`src/rtl/core/mts_pkg.sv`:
```
package mts_pkg;

    localparam int TABLE_DEPTH = 16;
    localparam int IDX_W       = (TABLE_DEPTH > 1) ? $clog2(TABLE_DEPTH) : 1;
    localparam int CNT_W       = $clog2(TABLE_DEPTH + 1);
    localparam int FREQ_W      = 15;
    localparam int DUR_W       = 15;
    localparam int TIME_W      = 32;

    typedef enum logic [1:0] {
        ACT_TICK  = 2'd0,
        ACT_ADD   = 2'd1,
        ACT_START = 2'd2,
        ACT_STOP  = 2'd3
    } action_t;

    typedef enum logic {
        SRC_COMPLETED = 1'b0,
        SRC_STOPPED   = 1'b1
    } end_src_t;

    // controller -> datapath
    typedef struct packed {
        logic capture;   // latch request, read table
        logic execute;   // update state, load result register
    } mts_cmd_t;

    // datapath -> controller
    typedef struct packed {
        logic res_blocked;   // result register full and stalled
    } mts_status_t;

endpackage

```
`src/rtl/core/melody_tone_sequencer_top.sv`:
```
// Melody tone sequencer. Stores up to TABLE_DEPTH (16) tones of (frequency, duration) and
// plays them on tick requests carrying the millisecond clock: add-tone appends to the table,
// start rewinds to the first tone, stop silences with an end event of source "stopped", and
// when the last tone runs out the melody wraps (repeat_mode = 1) or ends with source
// "completed". Each request yields exactly one result. A request is first captured, with the
// current table entry read (the table has one registered read port); then the play state is
// updated and the result register loaded. The next request is taken the cycle after that
// update, while the previous result may still sit in the result register; the update only
// waits while that register is still full and stalled, and req_stall holds off new requests.
// repeat_mode is written through the cfg channel, which is always ready; write it only
// while no request is in progress. The tone table has no reset and needs no clearing pass.
module melody_tone_sequencer_top (
    input  logic                        clk,
    input  logic                        rst_n,
    // request channel
    input  logic                        req_valid,
    output logic                        req_stall,
    input  logic [1:0]                  action,
    input  logic [mts_pkg::FREQ_W-1:0]  tone_frequency,
    input  logic [mts_pkg::DUR_W-1:0]   tone_duration,
    input  logic [mts_pkg::TIME_W-1:0]  current_time,
    // result channel
    output logic                        res_valid,
    input  logic                        res_stall,
    output logic                        add_accepted,
    output logic                        tone_start,
    output logic [mts_pkg::FREQ_W-1:0]  tone_frequency_out,
    output logic [mts_pkg::DUR_W-1:0]   tone_duration_out,
    output logic                        silence,
    output logic                        end_event,
    output logic                        end_source,
    output logic                        running_flag,
    // repeat_mode write
    input  logic                        cfg_valid,
    output logic                        cfg_ready,
    input  logic                        cfg_data
);
    import mts_pkg::*;

    mts_cmd_t    cmd;
    mts_status_t status;

    assign cfg_ready = 1'b1;

    // sequencing: capture -> execute, with back-pressure from the result register
    mts_ctrl u_ctrl (
        .clk       (clk),
        .rst_n     (rst_n),
        .req_valid (req_valid),
        .req_stall (req_stall),
        .status    (status),
        .cmd       (cmd)
    );

    // table, play state, timing compare and result register
    mts_dp u_dp (
        .clk                (clk),
        .rst_n              (rst_n),
        .cmd                (cmd),
        .status             (status),
        .action             (action),
        .tone_frequency     (tone_frequency),
        .tone_duration      (tone_duration),
        .current_time       (current_time),
        .cfg_valid          (cfg_valid),
        .cfg_ready          (cfg_ready),
        .cfg_data           (cfg_data),
        .res_valid          (res_valid),
        .res_stall          (res_stall),
        .add_accepted       (add_accepted),
        .tone_start         (tone_start),
        .tone_frequency_out (tone_frequency_out),
        .tone_duration_out  (tone_duration_out),
        .silence            (silence),
        .end_event          (end_event),
        .end_source         (end_source),
        .running_flag       (running_flag)
    );

endmodule

```
`src/rtl/core/mts_ctrl.sv`:
```
module mts_ctrl (
    input  logic                 clk,
    input  logic                 rst_n,
    input  logic                 req_valid,
    output logic                 req_stall,
    input  mts_pkg::mts_status_t status,
    output mts_pkg::mts_cmd_t    cmd
);
    import mts_pkg::*;

    typedef enum logic [1:0] {
        ST_IDLE = 2'b01,
        ST_EXEC = 2'b10
    } state_t;

    state_t state_reg;
    state_t state_next;

    always_comb
    begin
        state_next  = state_reg;
        cmd.capture = 1'b0;
        cmd.execute = 1'b0;
        case (state_reg)
            ST_IDLE:
            begin
                if (req_valid)
                begin
                    cmd.capture = 1'b1;
                    state_next  = ST_EXEC;
                end
            end
            ST_EXEC:
            begin
                if (!status.res_blocked)
                begin
                    cmd.execute = 1'b1;
                    state_next  = ST_IDLE;
                end
            end
            default:
            begin
                state_next = ST_IDLE;
            end
        endcase
    end

    assign req_stall = (state_reg != ST_IDLE);

    always_ff @(posedge clk or negedge rst_n)
    begin
        if (!rst_n)
        begin
            state_reg <= ST_IDLE;
        end
        else
        begin
            state_reg <= state_next;
        end
    end

    // a captured request is always followed by its execute before the next capture
    a_capture_then_exec: assert property (@(posedge clk) disable iff (!rst_n)
        cmd.capture |=> !cmd.capture)
        else $error("capture repeated without execute");

    a_exec_only_when_free: assert property (@(posedge clk) disable iff (!rst_n)
        cmd.execute |-> !status.res_blocked)
        else $error("execute while result register blocked");

    a_stall_after_capture: assert property (@(posedge clk) disable iff (!rst_n)
        cmd.capture |=> req_stall)
        else $error("request side open during execute");

endmodule

```
`src/rtl/core/mts_dp.sv`:
```
module mts_dp (
    input  logic                        clk,
    input  logic                        rst_n,
    input  mts_pkg::mts_cmd_t           cmd,
    output mts_pkg::mts_status_t        status,
    input  logic [1:0]                  action,
    input  logic [mts_pkg::FREQ_W-1:0]  tone_frequency,
    input  logic [mts_pkg::DUR_W-1:0]   tone_duration,
    input  logic [mts_pkg::TIME_W-1:0]  current_time,
    input  logic                        cfg_valid,
    input  logic                        cfg_ready,
    input  logic                        cfg_data,
    output logic                        res_valid,
    input  logic                        res_stall,
    output logic                        add_accepted,
    output logic                        tone_start,
    output logic [mts_pkg::FREQ_W-1:0]  tone_frequency_out,
    output logic [mts_pkg::DUR_W-1:0]   tone_duration_out,
    output logic                        silence,
    output logic                        end_event,
    output logic                        end_source,
    output logic                        running_flag
);
    import mts_pkg::*;

    localparam int ENTRY_W = FREQ_W + DUR_W;

    // tone table: {frequency, duration}
    logic [ENTRY_W-1:0] mem [TABLE_DEPTH];

    // captured request
    action_t             action_reg;
    logic [FREQ_W-1:0]   freq_reg;
    logic [DUR_W-1:0]    dur_reg;
    logic [TIME_W-1:0]   time_reg;
    logic [ENTRY_W-1:0]  rd_data_reg;

    // sequencer state
    logic [CNT_W-1:0]    fill_count_reg;
    logic [CNT_W-1:0]    fill_count_next;
    logic [CNT_W-1:0]    play_index_reg;
    logic [CNT_W-1:0]    play_index_next;
    logic [TIME_W-1:0]   tone_start_time_reg;
    logic [TIME_W-1:0]   tone_start_time_next;
    logic                playing_reg;
    logic                playing_next;
    logic                tone_pending_reg;
    logic                tone_pending_next;
    logic                repeat_mode_reg;

    // result register
    logic                res_valid_reg;
    logic                add_accepted_reg;
    logic                add_accepted_next;
    logic                tone_start_reg;
    logic                tone_start_next;
    logic [FREQ_W-1:0]   tone_freq_reg;
    logic [FREQ_W-1:0]   tone_freq_next;
    logic [DUR_W-1:0]    tone_dur_reg;
    logic [DUR_W-1:0]    tone_dur_next;
    logic                silence_reg;
    logic                silence_next;
    logic                end_event_reg;
    logic                end_event_next;
    end_src_t            end_source_reg;
    end_src_t            end_source_next;
    logic                running_flag_reg;

    logic [IDX_W-1:0]    rd_addr;
    logic                table_full;
    logic                mem_we;
    logic [FREQ_W-1:0]   cur_freq;
    logic [DUR_W-1:0]    cur_dur;
    logic [CNT_W-1:0]    idx;
    logic [TIME_W-1:0]   start_t;
    logic [TIME_W-1:0]   diff;

    assign table_full = (fill_count_reg >= CNT_W'(TABLE_DEPTH));
    // past the end wraps to the first tone before reading
    assign rd_addr    = (play_index_reg >= fill_count_reg) ? '0 : play_index_reg[IDX_W-1:0];
    assign mem_we     = cmd.execute && (action_reg == ACT_ADD) && !table_full;
    assign cur_freq   = rd_data_reg[ENTRY_W-1:DUR_W];
    assign cur_dur    = rd_data_reg[DUR_W-1:0];

    always_ff @(posedge clk)
    begin
        if (mem_we)
        begin
            mem[fill_count_reg[IDX_W-1:0]] <= {freq_reg, dur_reg};
        end
        if (cmd.capture)
        begin
            rd_data_reg <= mem[rd_addr];
        end
    end

    always_ff @(posedge clk)
    begin
        if (cmd.capture)
        begin
            action_reg <= action_t'(action);
            freq_reg   <= tone_frequency;
            dur_reg    <= tone_duration;
            time_reg   <= current_time;
        end
    end

    always_comb
    begin
        fill_count_next      = fill_count_reg;
        play_index_next      = play_index_reg;
        tone_start_time_next = tone_start_time_reg;
        playing_next         = playing_reg;
        tone_pending_next    = tone_pending_reg;
        add_accepted_next    = 1'b0;
        tone_start_next      = 1'b0;
        tone_freq_next       = '0;
        tone_dur_next        = '0;
        silence_next         = 1'b0;
        end_event_next       = 1'b0;
        end_source_next      = SRC_COMPLETED;
        idx                  = (play_index_reg >= fill_count_reg) ? '0 : play_index_reg;
        start_t              = tone_start_time_reg;
        diff                 = '0;

        case (action_reg)
            ACT_TICK:
            begin
                if (playing_reg)
                begin
                    if (fill_count_reg == '0)
                    begin
                        if (!repeat_mode_reg)
                        begin
                            playing_next   = 1'b0;
                            silence_next   = 1'b1;
                            end_event_next = 1'b1;
                        end
                    end
                    else
                    begin
                        if (tone_pending_reg)
                        begin
                            if (cur_freq != '0)
                            begin
                                tone_start_next = 1'b1;
                                tone_freq_next  = cur_freq;
                                tone_dur_next   = cur_dur;
                            end
                            tone_pending_next = 1'b0;
                            start_t           = time_reg;
                        end
                        diff = time_reg - start_t;
                        // wrapped elapsed time, read as signed
                        if ($signed(diff) > $signed({{(TIME_W - DUR_W){1'b0}}, cur_dur}))
                        begin
                            idx               = idx + 1'b1;
                            start_t           = time_reg;
                            tone_pending_next = 1'b1;
                        end
                        if (idx >= fill_count_reg)
                        begin
                            if (repeat_mode_reg)
                            begin
                                idx = '0;
                            end
                            else
                            begin
                                playing_next   = 1'b0;
                                silence_next   = 1'b1;
                                end_event_next = 1'b1;
                            end
                        end
                        play_index_next      = idx;
                        tone_start_time_next = start_t;
                    end
                end
            end
            ACT_ADD:
            begin
                if (!table_full)
                begin
                    fill_count_next   = fill_count_reg + 1'b1;
                    add_accepted_next = 1'b1;
                end
            end
            ACT_START:
            begin
                playing_next      = 1'b1;
                play_index_next   = '0;
                tone_pending_next = 1'b1;
            end
            ACT_STOP:
            begin
                playing_next    = 1'b0;
                silence_next    = 1'b1;
                end_event_next  = 1'b1;
                end_source_next = SRC_STOPPED;
            end
            default:
            begin
                playing_next = playing_reg;
            end
        endcase
    end

    always_ff @(posedge clk or negedge rst_n)
    begin
        if (!rst_n)
        begin
            fill_count_reg      <= '0;
            play_index_reg      <= '0;
            tone_start_time_reg <= '0;
            playing_reg         <= 1'b0;
            tone_pending_reg    <= 1'b0;
            repeat_mode_reg     <= 1'b0;
            res_valid_reg       <= 1'b0;
        end
        else
        begin
            if (cfg_valid && cfg_ready)
            begin
                repeat_mode_reg <= cfg_data;
            end
            if (cmd.execute)
            begin
                fill_count_reg      <= fill_count_next;
                play_index_reg      <= play_index_next;
                tone_start_time_reg <= tone_start_time_next;
                playing_reg         <= playing_next;
                tone_pending_reg    <= tone_pending_next;
                res_valid_reg       <= 1'b1;
            end
            else if (res_valid_reg && !res_stall)
            begin
                res_valid_reg <= 1'b0;
            end
        end
    end

    always_ff @(posedge clk)
    begin
        if (cmd.execute)
        begin
            add_accepted_reg <= add_accepted_next;
            tone_start_reg   <= tone_start_next;
            tone_freq_reg    <= tone_freq_next;
            tone_dur_reg     <= tone_dur_next;
            silence_reg      <= silence_next;
            end_event_reg    <= end_event_next;
            end_source_reg   <= end_source_next;
            running_flag_reg <= playing_next;
        end
    end

    assign status.res_blocked = res_valid_reg && res_stall;

    assign res_valid          = res_valid_reg;
    assign add_accepted       = add_accepted_reg;
    assign tone_start         = tone_start_reg;
    assign tone_frequency_out = tone_freq_reg;
    assign tone_duration_out  = tone_dur_reg;
    assign silence            = silence_reg;
    assign end_event          = end_event_reg;
    assign end_source         = end_source_reg;
    assign running_flag       = running_flag_reg;

    a_fill_bounded: assert property (@(posedge clk) disable iff (!rst_n)
        fill_count_reg <= CNT_W'(TABLE_DEPTH))
        else $error("fill count beyond table depth");

    a_index_within_fill: assert property (@(posedge clk) disable iff (!rst_n)
        play_index_reg <= fill_count_reg)
        else $error("play index beyond fill count");

    a_end_stops_play: assert property (@(posedge clk) disable iff (!rst_n)
        res_valid_reg && end_event_reg |-> !running_flag_reg && silence_reg)
        else $error("end event while still running");

    a_tone_not_rest: assert property (@(posedge clk) disable iff (!rst_n)
        res_valid_reg && tone_start_reg |-> (tone_freq_reg != '0) && !silence_reg)
        else $error("tone command with rest frequency or silence");

endmodule
```
`config.mk`:
```
export PLATFORM = sky130hd
export DESIGN_NAME = melody_tone_sequencer_top
export DESIGN_NICKNAME = d
export VERILOG_FILES = /design/src/rtl/core/mts_pkg.sv /design/src/rtl/core/melody_tone_sequencer_top.sv /design/src/rtl/core/mts_ctrl.sv /design/src/rtl/core/mts_dp.sv
export SDC_FILE = /design/constraint.sdc
export NUM_CORES = 1
export LEC_CHECK = 0
export ABC_AREA = 1
export BUFFER_PORTS_ARGS = -buffer_cell sky130_fd_sc_hd__buf_4
export CORE_ASPECT_RATIO = 1.5
export CORE_MARGIN = 5
export CORE_UTILIZATION = 32
export CTS_CLUSTER_SIZE = 16
export DETAILED_ROUTE_END_ITERATION = 10
export PLACE_DENSITY = 0.47
export SYNTH_ARGS = -nofsm -noshare
export SYNTH_HDL_FRONTEND = slang
export SYNTH_HIERARCHICAL = 1
export SYNTH_SLANG_ARGS = --single-unit
export TNS_END_PERCENT = 50
```
`constraint.sdc`:
```
create_clock -name clk -period 6.8 [get_ports clk]
set_input_delay 1.02 -clock clk [delete_from_list [all_inputs] [get_ports clk]]
set_output_delay 1.02 -clock clk [all_outputs]
set_load 0.02 [all_outputs]
```
# Yosys cells after proc, flatten, opt, wreduce, memory -nomap -nowiden
# Memories as Yosys holds them, arrays and structs flattened. A register that Yosys moved wholly into a read port is not among the register bits.
# Cells that the tools add are included.
[op_classes] add_sub_neg=3 reduce_logical=17 order_cmp=4 eq_ne=10 mux=44 bitwise=6
[ops] operator="32-bit two-way mux" count=5
[ops] operator="5-bit two-way mux" count=9
[ops] operator="32-bit by 16-bit > comparator with 1-bit output" count=1
[ops] operator="32-bit subtractor" count=1
[ops] operator="1-bit two-way mux" count=22
[ops] operator="15-bit nonzero test" count=1
[ops] operator="5-bit by 1-bit adder with 5-bit output, second input constant" count=2
[ops] operator="5-bit >= comparator" count=2
[ops] operator="5-bit case mux with 2 select lines" count=1
[ops] operator="4-bit AND reduction" count=2
[ops] operator="2-bit equality test, second input constant" count=3
[ops] operator="2-bit inequality test, second input constant" count=3
[ops] operator="1-bit inverter" count=6
[ops] operator="5-bit >= comparator, second input constant" count=1
[ops] operator="5-bit logical NOT" count=1
[ops] operator="5-bit OR reduction" count=1
[ops] operator="2-bit by 1-bit equality test with 1-bit output, second input constant" count=2
[ops] operator="1-bit logical AND" count=4
[ops] operator="2-bit two-way mux" count=2
[ops] operator="4-bit two-way mux" count=1
[ops] operator="2-bit by 1-bit inequality test with 1-bit output, second input constant" count=2
[ops] operator="1-bit case mux with 2 select lines" count=2
[ops] operator="2-bit case mux with 2 select lines" count=1
[ops] operator="2-bit nonzero test" count=2
[ops] operator="other kinds (6)" count=7
[totals] memories=1 wordCells=104 ff_bits=147 input_bits=70 ramBits=480
[memory_table] name="u_dp.mem" words=16 word_bits=30 read_ports=1 rd_ports_with_merged_regs=1 write_ports=1 line="mts_dp.sv:29" text="logic [ENTRY_W-1:0] mem [TABLE_DEPTH];"

# Logic depth before layout (Yosys ltp)
# Gate-level depths: netlist of run 1.
[depth] word_depth=15 mapped_depth=37 ltp_nobuf=35

# Modules after synthesis
# The synthesis of run 1 kept the hierarchy.
[modules_own_cells] mod="mts_dp" area_each_um2=28897.7 instances=1 seq_area_each_um2=19438.6 cells_per_inst=2604
[modules_own_cells] mod="mts_ctrl" area_each_um2=101.3 instances=1 seq_area_each_um2=51.3 cells_per_inst=11
[modules_own_cells] mod="melody_tone_sequencer_top" area_each_um2=11.3 instances=1 seq_area_each_um2=0.0 cells_per_inst=2

# Least setup slack after synthesis of run 1
# OpenSTA, ideal clock, no wires.
[synth_path] path_type="input to register" from="input res_stall" to="memory u_dp/mem[11][0] (netlist bit) (enable)" setup_ns=0.417 required_ns=6.383 slack_ns=0.578 stages=7 arrival_ns=5.805 path_cell_list="nand2_1 inv_1 nor3_1 nand2_1 inv_1 nand2_1 nor2_1"
[synth_rtl] item="start, declared" line="melody_tone_sequencer_top.sv:24" text="input logic res_stall,"
[synth_rtl] item="end, declared" line="mts_dp.sv:29"

# Final worst setup path of run 1
[layout_path] from="register u_dp.tone_pending_reg" to="register u_dp.play_index_reg[4]"
[layout_via] elab_chain_len=15 word_cells_on_any_way=16
[layout_lines] item="start, declared" line="mts_dp.sv:47" text="logic tone_pending_reg;"
[layout_lines] item="start signal, assigned" line="mts_dp.sv:231" text="tone_pending_reg <= tone_pending_next;"
[layout_lines] item="32-bit two-way mux (*)" line="mts_dp.sv:142" text="if (tone_pending_reg)"
[layout_lines] item="32-bit two-way mux (*)" line="mts_dp.sv:131" text="if (fill_count_reg == '0)"
[layout_lines] item="32-bit two-way mux (*)" line="mts_dp.sv:129" text="if (playing_reg)"
[layout_lines] item="32-bit two-way mux (*)" line="mts_dp.sv:126" text="case (action_reg)"
[layout_lines] item="32-bit subtractor (*)" line="mts_dp.sv:153" text="diff = time_reg - start_t;"
[layout_lines] item="32-bit by 16-bit > comparator with 1-bit output (*)" line="mts_dp.sv:155" text="if ($signed(diff) > $signed({{(TIME_W - DUR_W){1'b0}}, cur_dur}))"
[layout_lines] item="5-bit two-way mux (*)" line="mts_dp.sv:155"
[layout_lines] item="5-bit two-way mux (*)" line="mts_dp.sv:131"
[layout_lines] item="5-bit two-way mux (*)" line="mts_dp.sv:129"
[layout_lines] item="5-bit two-way mux (*)" line="mts_dp.sv:126"
[layout_lines] item="5-bit >= comparator or 5-bit two-way mux (tied branches)" line="mts_dp.sv:161, mts_dp.sv:163"
[layout_lines] item="5-bit two-way mux (*)" line="mts_dp.sv:161" text="if (idx >= fill_count_reg)"
[layout_lines] item="5-bit two-way mux (*)" line="mts_dp.sv:131"
[layout_lines] item="5-bit two-way mux (*)" line="mts_dp.sv:129"
[layout_lines] item="5-bit case mux with 2 select lines (*)" line="mts_dp.sv:126"
[layout_lines] item="end signal, assigned" line="mts_dp.sv:228" text="play_index_reg <= play_index_next;"
[layout_lines] item="end, declared" line="mts_dp.sv:41" text="logic [CNT_W-1:0] play_index_reg;"
# Every way passes the cells marked *; elsewhere a longest branch is shown, timed or not. The select of a mux whose other input is x is not followed.
# A chain may end at the register's enable or synchronous reset.

==> summary.txt, run 1 <==
Outcome
  • Outcome: complete, no violations

Setup path
  • Worst flop-to-flop path endpoint: u_dp/play_index_reg[4]
  • Worst EP required: 7370 ps
  • Register-to-register setup slack: 1030 ps
  • Largest incremental delay on the critical path: around 550 ps
  • Cell family with the largest share of critical-path delay: compound AO/OA/AOI/OAI gates
  • CP Data Arrival Time: 6340 ps
  • Kind of critical path: flip-flop to flip-flop
  • Startpoint of the most critical register-to-register path: u_dp/tone_pending_reg
  • Number of cell instances on the worst register-to-register path: 26
  • Critical Path Start Type: flip-flop
  • CP bufs+invs: 1
  • Worst Setup End Kind: flip-flop
  • Most used cell, CP: sky130_fd_sc_hd__nand2_1
  • Slowest stage cell on the critical path: sky130_fd_sc_hd__dfrtp_2
  • Crit Path Max Fanout: 26

Die
  • Total I/O pin count: between 100 and 150
  • Die outline height: 379 µm
  • Standard-cell rows: 135
  • Initial standard-cell utilization of the core: 0.322
  • DIE WIDTH: 256 µm
  • Core outline area: between 0.09 and 0.1 mm²
  • Die Outline Area: 0.0969 mm²

Finish
  • Most frequent cells in the layout: sky130_fd_sc_hd__edfxtp_1 (609), sky130_fd_sc_hd__nand2_1 (436), sky130_fd_sc_hd__nor2_1 (383)
  • Growth of design area from synthesis to finish: 14.5%
  • Most common cell after layout, fill and taps aside: sky130_fd_sc_hd__edfxtp_1
  • Share of post-route cells with drive strength above 1: 0.101
  • Flip-flop count of the largest register after layout: 480
  • Ant. Diodes: 0
  • Number of nets in the layout: 2840

Timing
  • Post-route setup slack: around 1000 ps
  • Setup violators final: 0
  • Worst rel slew slack: 0.207
  • Measured slew at the worst slew-check pin: 1190 ps
  • Unrepaired setup endpoints after global routing: false
  • Minimum period implied by the final worst setup slack: 5770 ps
  • Total negative slack: 0 ps
  • Fmax: 173 MHz
  • Share of the clock period used by the worst path: 0.849
  • Minimum hold slack: 404 ps
  • Final slew viol count: 0
  • Number of endpoints with negative hold slack in the final report: 0
  • Worst Skew: between 20 and 25 ps

Logic synthesis
  • Flops & latches, synth: 657
  • Yosys cell types: 40
  • Share of synthesized area occupied by flip-flops and latches: 0.672
  • Synthesis Warnings: 6
  • Mapped Cells: around 2.6k
  • Cell area after technology mapping: 0.0290 mm²
  • Post-synthesis average cell area: approximately 11 µm²

Placement
  • Buffers on Ports: 107
  • HPWL after detailed placement: roughly 48 mm
  • Setup Slack @ Placement: 1140 ps
  • Last weighted congestion value of the routability-driven placer: 0.884

Pwr
  • Part of the power in registers: 0.380
  • Static leakage: 12.6 nW
  • IR drop worst, VDD: 213 µV
  • Clock share of power: 0.281
  • Part of the power in combinational logic: 0.339
  • Switching fraction of total power: 0.369
  • Internal power: 8.01 mW
  • Net load switching power: ~4.7 mW
  • Power density cells: 382 mW/mm²

Run
  • Maximum capacitance violations: 0

Drt
  • Post-detailed-route via-to-cell ratio: about 5
  • Detailed-route wire length: 81.1 mm
  • 1st-iter DRT viols: 1334
  • Routed WL per cell: 20.7 µm
  • Number of iterations in the first detailed-routing pass: 5
  • Via count: between 15k and 20k
  • Number of DRC violations after detailed routing: 0
  • Post-detailed-route count of antenna-violating nets: 0

Clock tree
  • Number of gates resized after cts: 0
  • Number of buffers added for setup after CTS: 0
  • Count of hold buffers inserted by post-cts repair: 0
  • Cts bufs inserted: 66
  • H-tree lvl count: 3
  • Clock transition at the registers of the reported paths: 60 ps
  • Clock insertion delay at the later pin of the skew report: ~630 ps
  • Cell chosen for the clock root: sky130_fd_sc_hd__clkbuf_16
  • CTS tree: yes
  • Number of sinks handled by clock tree synthesis: 657
  • Clock Path Buffers: 3

Worst hold path
  • Min-delay worst type: primary input to asynchronous set/reset pin

GRT
  • Initial antenna violation count: 3
  • Vias in the first global route: 19.4k
  • Pin count of the biggest net entering global routing: around 130
  • Overflow left after global routing: 0
  • Overall track demand over capacity in global routing: 0.165
  • Wire length of the first global-routing pass: 122 mm
-- synth_stat cells, drive strengths merged --
cell | instances | area share
clkinv | 2 | 0.00026
and2 | 3 | 0.00065
clkbuf | 83 | 0.011
o21ai | 282 | 0.049
conb | 1 | 0.00013
nand4 | 15 | 0.0032
dfrtp | 47 | 0.041
o21a | 2 | 0.00052
nor2 | 405 | 0.053
nor3 | 4 | 0.00086
a22oi | 1 | 0.00026
inv | 220 | 0.028
a21boi | 1 | 0.00026
nand3 | 173 | 0.031
ha | 68 | 0.029
dfstp | 1 | 0.00091
nand3b | 3 | 0.00078
buf | 44 | 0.0091
a21o | 1 | 0.00026
o21bai | 34 | 0.0088
nand2 | 439 | 0.057
or2 | 1 | 0.00022
fa | 1 | 0.00069
edfxtp | 609 | 0.63
xor2 | 21 | 0.0063
xnor2 | 1 | 0.00030
nor4 | 2 | 0.00043
a31oi | 1 | 0.00022
o211ai | 121 | 0.031
o21ba | 1 | 0.00035
a21oi | 30 | 0.0052
-- logic make-up (layout without fill, tap and decap cells) --
logic type	count (synthesis)	in the layout	synth area share
simple gates	1045	1045	0.147
xor+xnor	22	22	0.00664
flops	657	657	0.672
fa+ha+maj	69	69	0.0300
other cells	1	2	0.000129
compound gates	474	474	0.0958
buf+inv	349	480	0.0486
-- worst max path at each step --
stage                     slack, ps                     end                  start  cells after the start
after CTS                      1120        u_dp/playing_reg  u_dp/tone_pending_reg                     31
final                          1030  u_dp/play_index_reg[4]  u_dp/tone_pending_reg                     26
after detailed placement       1140        u_dp/playing_reg  u_dp/tone_pending_reg                     31
after global routing            540        u_dp/playing_reg  u_dp/tone_pending_reg                     30
after floorplan                 580         u_dp/mem[11][0]              res_stall                      7
after global placement         1290  u_dp/play_index_reg[0]  u_dp/tone_pending_reg                     29
-- cell type report --
| cell class | count | area [µm²] |
|---|---|---|
| inverters | 222 | 847 |
| multi-input cells | 1612 | 8270 |
| clock inverters | 33 | 288 |
| fillers | 8849 | 57000 |
| flip-flops and latches | 657 | 19500 |
| well taps | 1164 | 1460 |
| clock buffers | 83 | 1790 |
| repair buffers | 142 | 1070 |
-- worst register-to-register path: cells and delay by family (launching register included) --
family	cells	cell delay, ps
compound gates	10	2170
simple gates	11	1770
fa+ha+maj	3	920
flops	1	550
xor+xnor	1	250
buf+inv	1	50
-- power by group through the flow --
| stage | Sequential [mW] | Combinational, mW | Clock, mW |
|---|---|---|---|
| after floorplan | 4.85 | 3.15 | 0 |
| after global placement | 4.91 | 4.27 | 0 |
| after detailed placement | 4.91 | 4.32 | 0 |
| after CTS | 4.83 | 4.34 | 3.67 |
| after global routing | 4.85 | 4.90 | 3.83 |
| final | 4.83 | 4.30 | 3.56 |
-- through the flow --
stage,std cells,utilization,cell area (µm²),total power [mW]
floorplan,2618,-,29000,7.99
global placement,3797,0.345,31100,9.18
detailed placement,3797,0.345,31100,9.23
CTS,3913,0.368,33200,12.8
global route,3913,0.368,33200,13.6
finish,3913,0.368,33200,12.7
-- routing by layer --
| layer | wire length [µm] | GRT usage |
|---|---|---|
| met1 | 34500 | 0.207 |
| met2 | 40400 | 0.288 |
| met3 | 3350 | 0.0245 |
| met4 | 2830 | 0.0644 |
| met5 | 0 | 0 |
(Power assumes the default switching activity.)
==> inputs of run 2 (changes only) <==
- PLACE_DENSITY: 0.47 -> 0.48
- clock period: 6.8 -> 4.7 ns (I/O delays scaled with it)
==> summary.txt, run 2 (synthesis results as in run 1) <==
Setup path
  • Most used cell, CP: sky130_fd_sc_hd__nand2_1
  • Worst EP required: 5090 ps (-2280 ps)
  • Startpoint of the most critical register-to-register path: u_dp/tone_pending_reg
  • Crit Path Max Fanout: 8 (-69%)
  • Worst setup startpoint: u_dp/tone_pending_reg
  • Largest incremental delay on the critical path: 450 ps (-100 ps)
  • Slowest stage cell on the critical path: sky130_fd_sc_hd__dfrtp_2
  • Worst flop-to-flop path endpoint: u_dp/end_event
  • Worst Setup End Kind: flip-flop
  • Number of cell instances on the worst register-to-register path: 31 (+19%)
  • CP Data Arrival Time: 5110 ps (-1230 ps)
  • Critical Path Start Type: flip-flop
  • Critical path destination: u_dp/end_event
  • Register-to-register setup slack: -20 ps (-1050 ps)
  • Kind of critical path: flip-flop to flip-flop

Clock tree
  • Count of hold buffers inserted by post-cts repair: 0 (unchanged)
  • H-tree lvl count: 3 (unchanged)
  • Clock Path Buffers: 3 (unchanged)
  • Cts bufs inserted: 69 (+4.5%)
  • Cell chosen for the clock root: sky130_fd_sc_hd__clkbuf_16
  • Clock transition at the registers of the reported paths: 60 ps (about the same)
  • Clock insertion delay at the later pin of the skew report: 650 ps (+20 ps)
  • CTS tree: yes
  • Number of sinks handled by clock tree synthesis: 657 (unchanged)

Finish
  • Most common cell after layout, fill and taps aside: sky130_fd_sc_hd__edfxtp_1
  • Number of nets in the layout: 3008 (+5.9%)
  • Final Instance Count excl. Fillers: 4085 (+4.4%)
  • Most frequent cells in the layout: sky130_fd_sc_hd__edfxtp_1 (609), sky130_fd_sc_hd__nand2_1 (393), sky130_fd_sc_hd__nor2_1 (368)
  • Post-layout instance area: 0.0356 mm² (+7.2%)
  • Growth of design area from synthesis to finish: 22.7%
  • Flip-flop count of the largest register after layout: 480 (unchanged)
  • Share of post-route cells with drive strength above 1: 0.199 (+0.0982)
  • Final core utilization: 0.395 (+0.0265)

Drt
  • Routed WL per cell: 20.4 µm (-1.4%)
  • Detailed-route wire length: 83.5 mm (+3.0%)
  • Number of iterations in the first detailed-routing pass: 5 (unchanged)
  • 1st-iter DRT viols: 1148 (-14%)
  • Number of DRC violations after detailed routing: 0 (unchanged)
  • Post-detailed-route via-to-cell ratio: 4.93 (-0.95%)
  • Post-detailed-route count of antenna-violating nets: 0 (unchanged)
  • Via count: 20.2k (+3.4%)

Timing
  • Fmax: 212 MHz (+22%)
  • Worst rel slew slack: 0.139 (-0.0680)
  • Measured slew at the worst slew-check pin: 1290 ps (+101 ps)
  • Post-route setup slack: -21.2 ps (-1050 ps)
  • Unrepaired setup endpoints after global routing: true
  • Total negative slack: -30.1 ps (-30.1 ps)
  • Minimum period implied by the final worst setup slack: 4720 ps (-1050 ps)
  • Share of the clock period used by the worst path: 1.00 (+0.156)
  • Number of endpoints with negative hold slack in the final report: 0 (unchanged)
  • Setup violators final: 2 (+2)
  • Minimum hold slack: 115 ps (-289 ps)
  • Worst Skew: 25.0 ps (+2.12 ps)
  • Final slew viol count: 0 (unchanged)

Placement
  • Post-detailed-placement cell area: 0.0324 mm² (+3.9%)
  • Buffers on Ports: 107 (unchanged)
  • Last weighted congestion value of the routability-driven placer: 0.875 (-1.1%)
  • HPWL after detailed placement: 49.8 mm (+3.6%)
  • Placed cell count: 3937 (+3.7%)
  • Setup Slack @ Placement: -488 ps (-1620 ps)

GRT
  • Initial antenna violation count: 2 (-1)
  • Overflow left after global routing: 0 (unchanged)
  • Pin count of the biggest net entering global routing: 241 (+90%)
  • Wire length of the first global-routing pass: 125 mm (+2.5%)
  • Vias in the first global route: 20.6k (+5.8%)
  • Overall track demand over capacity in global routing: 0.168 (+0.00353)

Pwr
  • Power density cells: 582 mW/mm² (+52%)
  • Power consumption: 20.7 mW (+63%)
  • IR drop worst, VDD: 643 µV (+200%)
  • Static leakage: 13.6 nW (+8.3%)

Die
  • Standard-cell rows: 135 (unchanged)
  • Total I/O pin count: 109 (unchanged)
  • Die outline height: 379 µm (unchanged)
  • Initial standard-cell utilization of the core: 0.322 (unchanged)
  • Die Outline Area: 0.0969 mm² (unchanged)
  • Core outline area: 0.0902 mm² (unchanged)
  • DIE WIDTH: 256 µm (unchanged)

Worst hold path
  • Min-delay worst type: primary input to asynchronous set/reset pin

Outcome
  • Failing checks: setup timing
  • Outcome: finished with violations

Run
  • Maximum capacitance violations: 0 (unchanged)
run 2: layout make-up:
| type | instances | area (µm²) |
|---|---|---|
| clock inverters | 37 | 440 |
| flip-flops and latches | 657 | 19500 |
| repair buffers | 307 | 2550 |
| clock buffers | 85 | 1810 |
| well taps | 1164 | 1460 |
| diodes | 1 | 2.50 |
| fillers | 8623 | 54600 |
| inverters | 222 | 843 |
| multi-input cells | 1612 | 9000 |
run 2: worst min path at each step:
stage / end / slack (ps) / depth (start not counted)
5_1_grt: u_dp/tone_start_time_reg[10] / 150 / 1
3_5_place_dp: u_dp/tone_start_time_reg[31] / 460 / 2
2_1_floorplan: u_ctrl/state_reg[1] / 410 / 0
4_1_cts: u_dp/tone_start_time_reg[2] / 120 / 1
6_report: u_dp/tone_start_time_reg[10] / 110 / 1
3_3_place_gp: u_dp/tone_start_time_reg[19] / 460 / 2
run 2: worst max-delay path, delay by kind of cell (launching register included):
kind	cells	cell delay [ps]
xor+xnor	1	180
flops	1	450
fa+ha+maj	3	750
compound gates	11	1570
buf+inv	5	620
simple gates	11	890
run 2: timing repair:
item / in CTS / in global routing
setup endpoints to repair: 8 / 8
pin swaps: 38 / 50
gates resized for setup: 137 / 57
cloned: 3 / 0
buffers inserted: 20 / 3
run 2: per-layer routing:
metal	wire, µm	track usage
met1	33800	0.199
met2	43100	0.305
met3	3840	0.0299
met4	2720	0.0641
met5	0	0
run 2: power breakdown:
group          internal, mW  switching (mW)
logic                  3.18            5.04
registers              6.76           0.224
clock network          3.16            2.34
total                  13.1            7.60
==> inputs of run 3 (changes only) <==
==> constraint.sdc (replaced) <==
create_clock -name clk -period 4.7 [get_ports clk]
set_input_delay 0.94 -clock clk [delete_from_list [all_inputs] [get_ports clk]]
set_output_delay 0.94 -clock clk [all_outputs]
set_load 0.02 [all_outputs]
==> summary.txt, run 3 (synthesis results as in run 1) <==
Timing
  • Fmax: 211 MHz (-0.35%)
  • Final slew viol count: 0 (unchanged)
  • Number of endpoints with negative hold slack in the final report: 0 (unchanged)
  • Minimum period implied by the final worst setup slack: 4740 ps (+16.6 ps)
  • Post-route setup slack: -37.7 ps (-16.6 ps)
  • Setup violators final: 2 (unchanged)
  • Measured slew at the worst slew-check pin: 1260 ps (-31.1 ps)
  • Minimum hold slack: 354 ps (+239 ps)
  • Total negative slack: -56.2 ps (-26.0 ps)
  • Worst rel slew slack: 0.160 (+0.0217)
  • Share of the clock period used by the worst path: 1.01 (+0.00352)
  • Worst Skew: 27.5 ps (+2.48 ps)
  • Unrepaired setup endpoints after global routing: true

Pwr
  • Power density cells: 568 mW/mm² (-2.3%)
  • IR drop worst, VDD: 994 µV (+55%)
  • Static leakage: 13.6 nW (-0.57%)

Clock tree
  • CTS tree: yes
  • Clock transition at the registers of the reported paths: 60 ps (about the same)
  • Clock Path Buffers: 3 (unchanged)
  • H-tree lvl count: 3 (unchanged)
  • Number of sinks handled by clock tree synthesis: 657 (unchanged)
  • Cell chosen for the clock root: sky130_fd_sc_hd__clkbuf_16
  • Clock insertion delay at the later pin of the skew report: 640 ps (about the same)
  • Cts bufs inserted: 67 (-2.9%)

Die
  • Initial standard-cell utilization of the core: 0.322 (unchanged)
  • Total I/O pin count: 109 (unchanged)
  • Standard-cell rows: 135 (unchanged)
  • DIE WIDTH: 256 µm (unchanged)
  • Die outline height: 379 µm (unchanged)
  • Die Outline Area: 0.0969 mm² (unchanged)
  • Core outline area: 0.0902 mm² (unchanged)

Finish
  • Ant. Diodes: 0 (-1)
  • Share of post-route cells with drive strength above 1: 0.194 (-0.00537)
  • Final core utilization: 0.392 (-0.00234)
  • Flip-flop count of the largest register after layout: 480 (unchanged)
  • Number of nets in the layout: 2999 (-0.30%)
  • Most frequent cells in the layout: sky130_fd_sc_hd__edfxtp_1 (609), sky130_fd_sc_hd__nand2_1 (391), sky130_fd_sc_hd__nor2_1 (370)
  • Growth of design area from synthesis to finish: 22.0%
  • # fillers: 8713 (+1.0%)
  • Final Instance Count excl. Fillers: 4072 (-0.32%)
  • Most common cell after layout, fill and taps aside: sky130_fd_sc_hd__edfxtp_1

Outcome
  • Failing checks: setup timing
  • Outcome: finished with violations

Drt
  • Number of iterations in the first detailed-routing pass: 5 (unchanged)
  • 1st-iter DRT viols: 1185 (+3.2%)
  • Post-detailed-route count of antenna-violating nets: 0 (unchanged)
  • Routed WL per cell: 20.5 µm (+0.36%)
  • Via count: 20.0k (-0.90%)
  • Detailed-route wire length: 83.6 mm (about the same)
  • Number of DRC violations after detailed routing: 0 (unchanged)
  • Post-detailed-route via-to-cell ratio: 4.90 (-0.58%)

Setup path
  • Startpoint of the most critical register-to-register path: u_dp/tone_pending_reg
  • Critical path destination: u_dp/end_event
  • Worst flop-to-flop path endpoint: u_dp/end_event
  • Worst EP required: 5080 ps (about the same)
  • Number of cell instances on the worst register-to-register path: 30 (-3.2%)
  • Worst setup startpoint: u_dp/tone_pending_reg
  • Most used cell, CP: sky130_fd_sc_hd__nand2_2
  • Critical Path Start Type: flip-flop
  • Worst Setup End Kind: flip-flop
  • Largest incremental delay on the critical path: 510 ps (+60 ps)
  • Kind of critical path: flip-flop to flip-flop
  • CP Data Arrival Time: 5120 ps (about the same)
  • Slowest stage cell on the critical path: sky130_fd_sc_hd__dfrtp_2
  • Register-to-register setup slack: -40 ps (-20 ps)
  • Crit Path Max Fanout: 7 (-1)

GRT
  • Overflow left after global routing: 0 (unchanged)
  • Wire length of the first global-routing pass: 125 mm (about the same)
  • Initial antenna violation count: 0 (-2)
  • Pin count of the biggest net entering global routing: 241 (unchanged)
  • Vias in the first global route: 20.2k (-1.6%)
  • Overall track demand over capacity in global routing: 0.168 (-0.000642)

Placement
  • Placed cell count: 3946 (+0.23%)
  • Buffers on Ports: 107 (unchanged)
  • Setup Slack @ Placement: -468 ps (+19.9 ps)
  • Last weighted congestion value of the routability-driven placer: 0.899 (+2.7%)
  • HPWL after detailed placement: 49.9 mm (+0.23%)

Worst hold path
  • Min-delay worst type: primary input to asynchronous set/reset pin

Run
  • Maximum capacitance violations: 0 (unchanged)
-- run 3: cell types whose count changed in the layout (fill, tap and decap cells not counted), sizes merged --
cell,delta
buf,-10
inv,-6
bufinv,-5
clkinv,+5
clkbuf,+2
clkinvlp,+2
diode,-1
-- run 3: worst max-delay path, delay by kind of cell (launching register included) --
family	cells	cell delay, ps
xor gates and xnor gates	1	170
DFF	1	510
AOI/OAI and AO/OA	10	1390
and+or+nand+nor	14	1230
buffers and inverters	2	360
adders and majority gates	3	820
-- run 3: metrics by stage --
step           total power, mW  area (µm²)
3_3_place_gp              14.2       32400
4_1_cts                   19.6       34700
2_1_floorplan             11.6       29000
6_report                  20.1       35400
3_5_place_dp              14.3       32400
5_1_grt                   21.4       35400
-- run 3: worst min path at each step --
stage	start	endpoint	slack [ps]
after floorplan	u_dp/tone_start_time_reg[0]	u_dp/tone_start_time_reg[0]	440
after detailed placement	u_dp/tone_start_time_reg[29]	u_dp/tone_start_time_reg[29]	460
final	rst_n	u_dp/tone_start_time_reg[14]	350
after global routing	rst_n	u_dp/tone_start_time_reg[15]	390
after global placement	u_dp/tone_start_time_reg[19]	u_dp/tone_start_time_reg[19]	460
after CTS	rst_n	u_dp/tone_start_time_reg[4]	350
-- run 3: power breakdown --
part           internal (mW)  total, mW  switching [mW]
registers               6.76       7.00           0.238
logic                   3.07       8.01            4.93
clock network           2.82       5.11            2.29
total                   12.6       20.1            7.46
-- run 3: final cells by class --
cell class              instances  area (µm²)  area share
clock buffers                  84        1770      0.0501
clock inverters                33         304     0.00859
inverters                     222         843      0.0238
multi-input cells            1612        9040       0.255
flip-flops and latches        657       19500       0.551
well taps                    1164        1460      0.0412
repair buffers                300        2480      0.0702
-- run 3: layer usage --
| layer | routed length, µm | part of all wire | GRT usage | vias to the layer above |
|---|---|---|---|---|
| met5 | 0 | 0 | 0 | - |
| met4 | 2580 | 0.031 | 0.0582 | 0 |
| met3 | 2930 | 0.035 | 0.0228 | 124 |
| met2 | 43700 | 0.52 | 0.309 | 379 |
| met1 | 34400 | 0.41 | 0.202 | 9894 |
| li1 | - | - | - | 9575 |
-- run 3: timing repair --
action	in CTS	in global routing
hold buffers	0	0
pin swaps	9	76
setup buffers	1	5
resized for setup	54	149
setup endpoints to repair	8	8
cloned	0	4
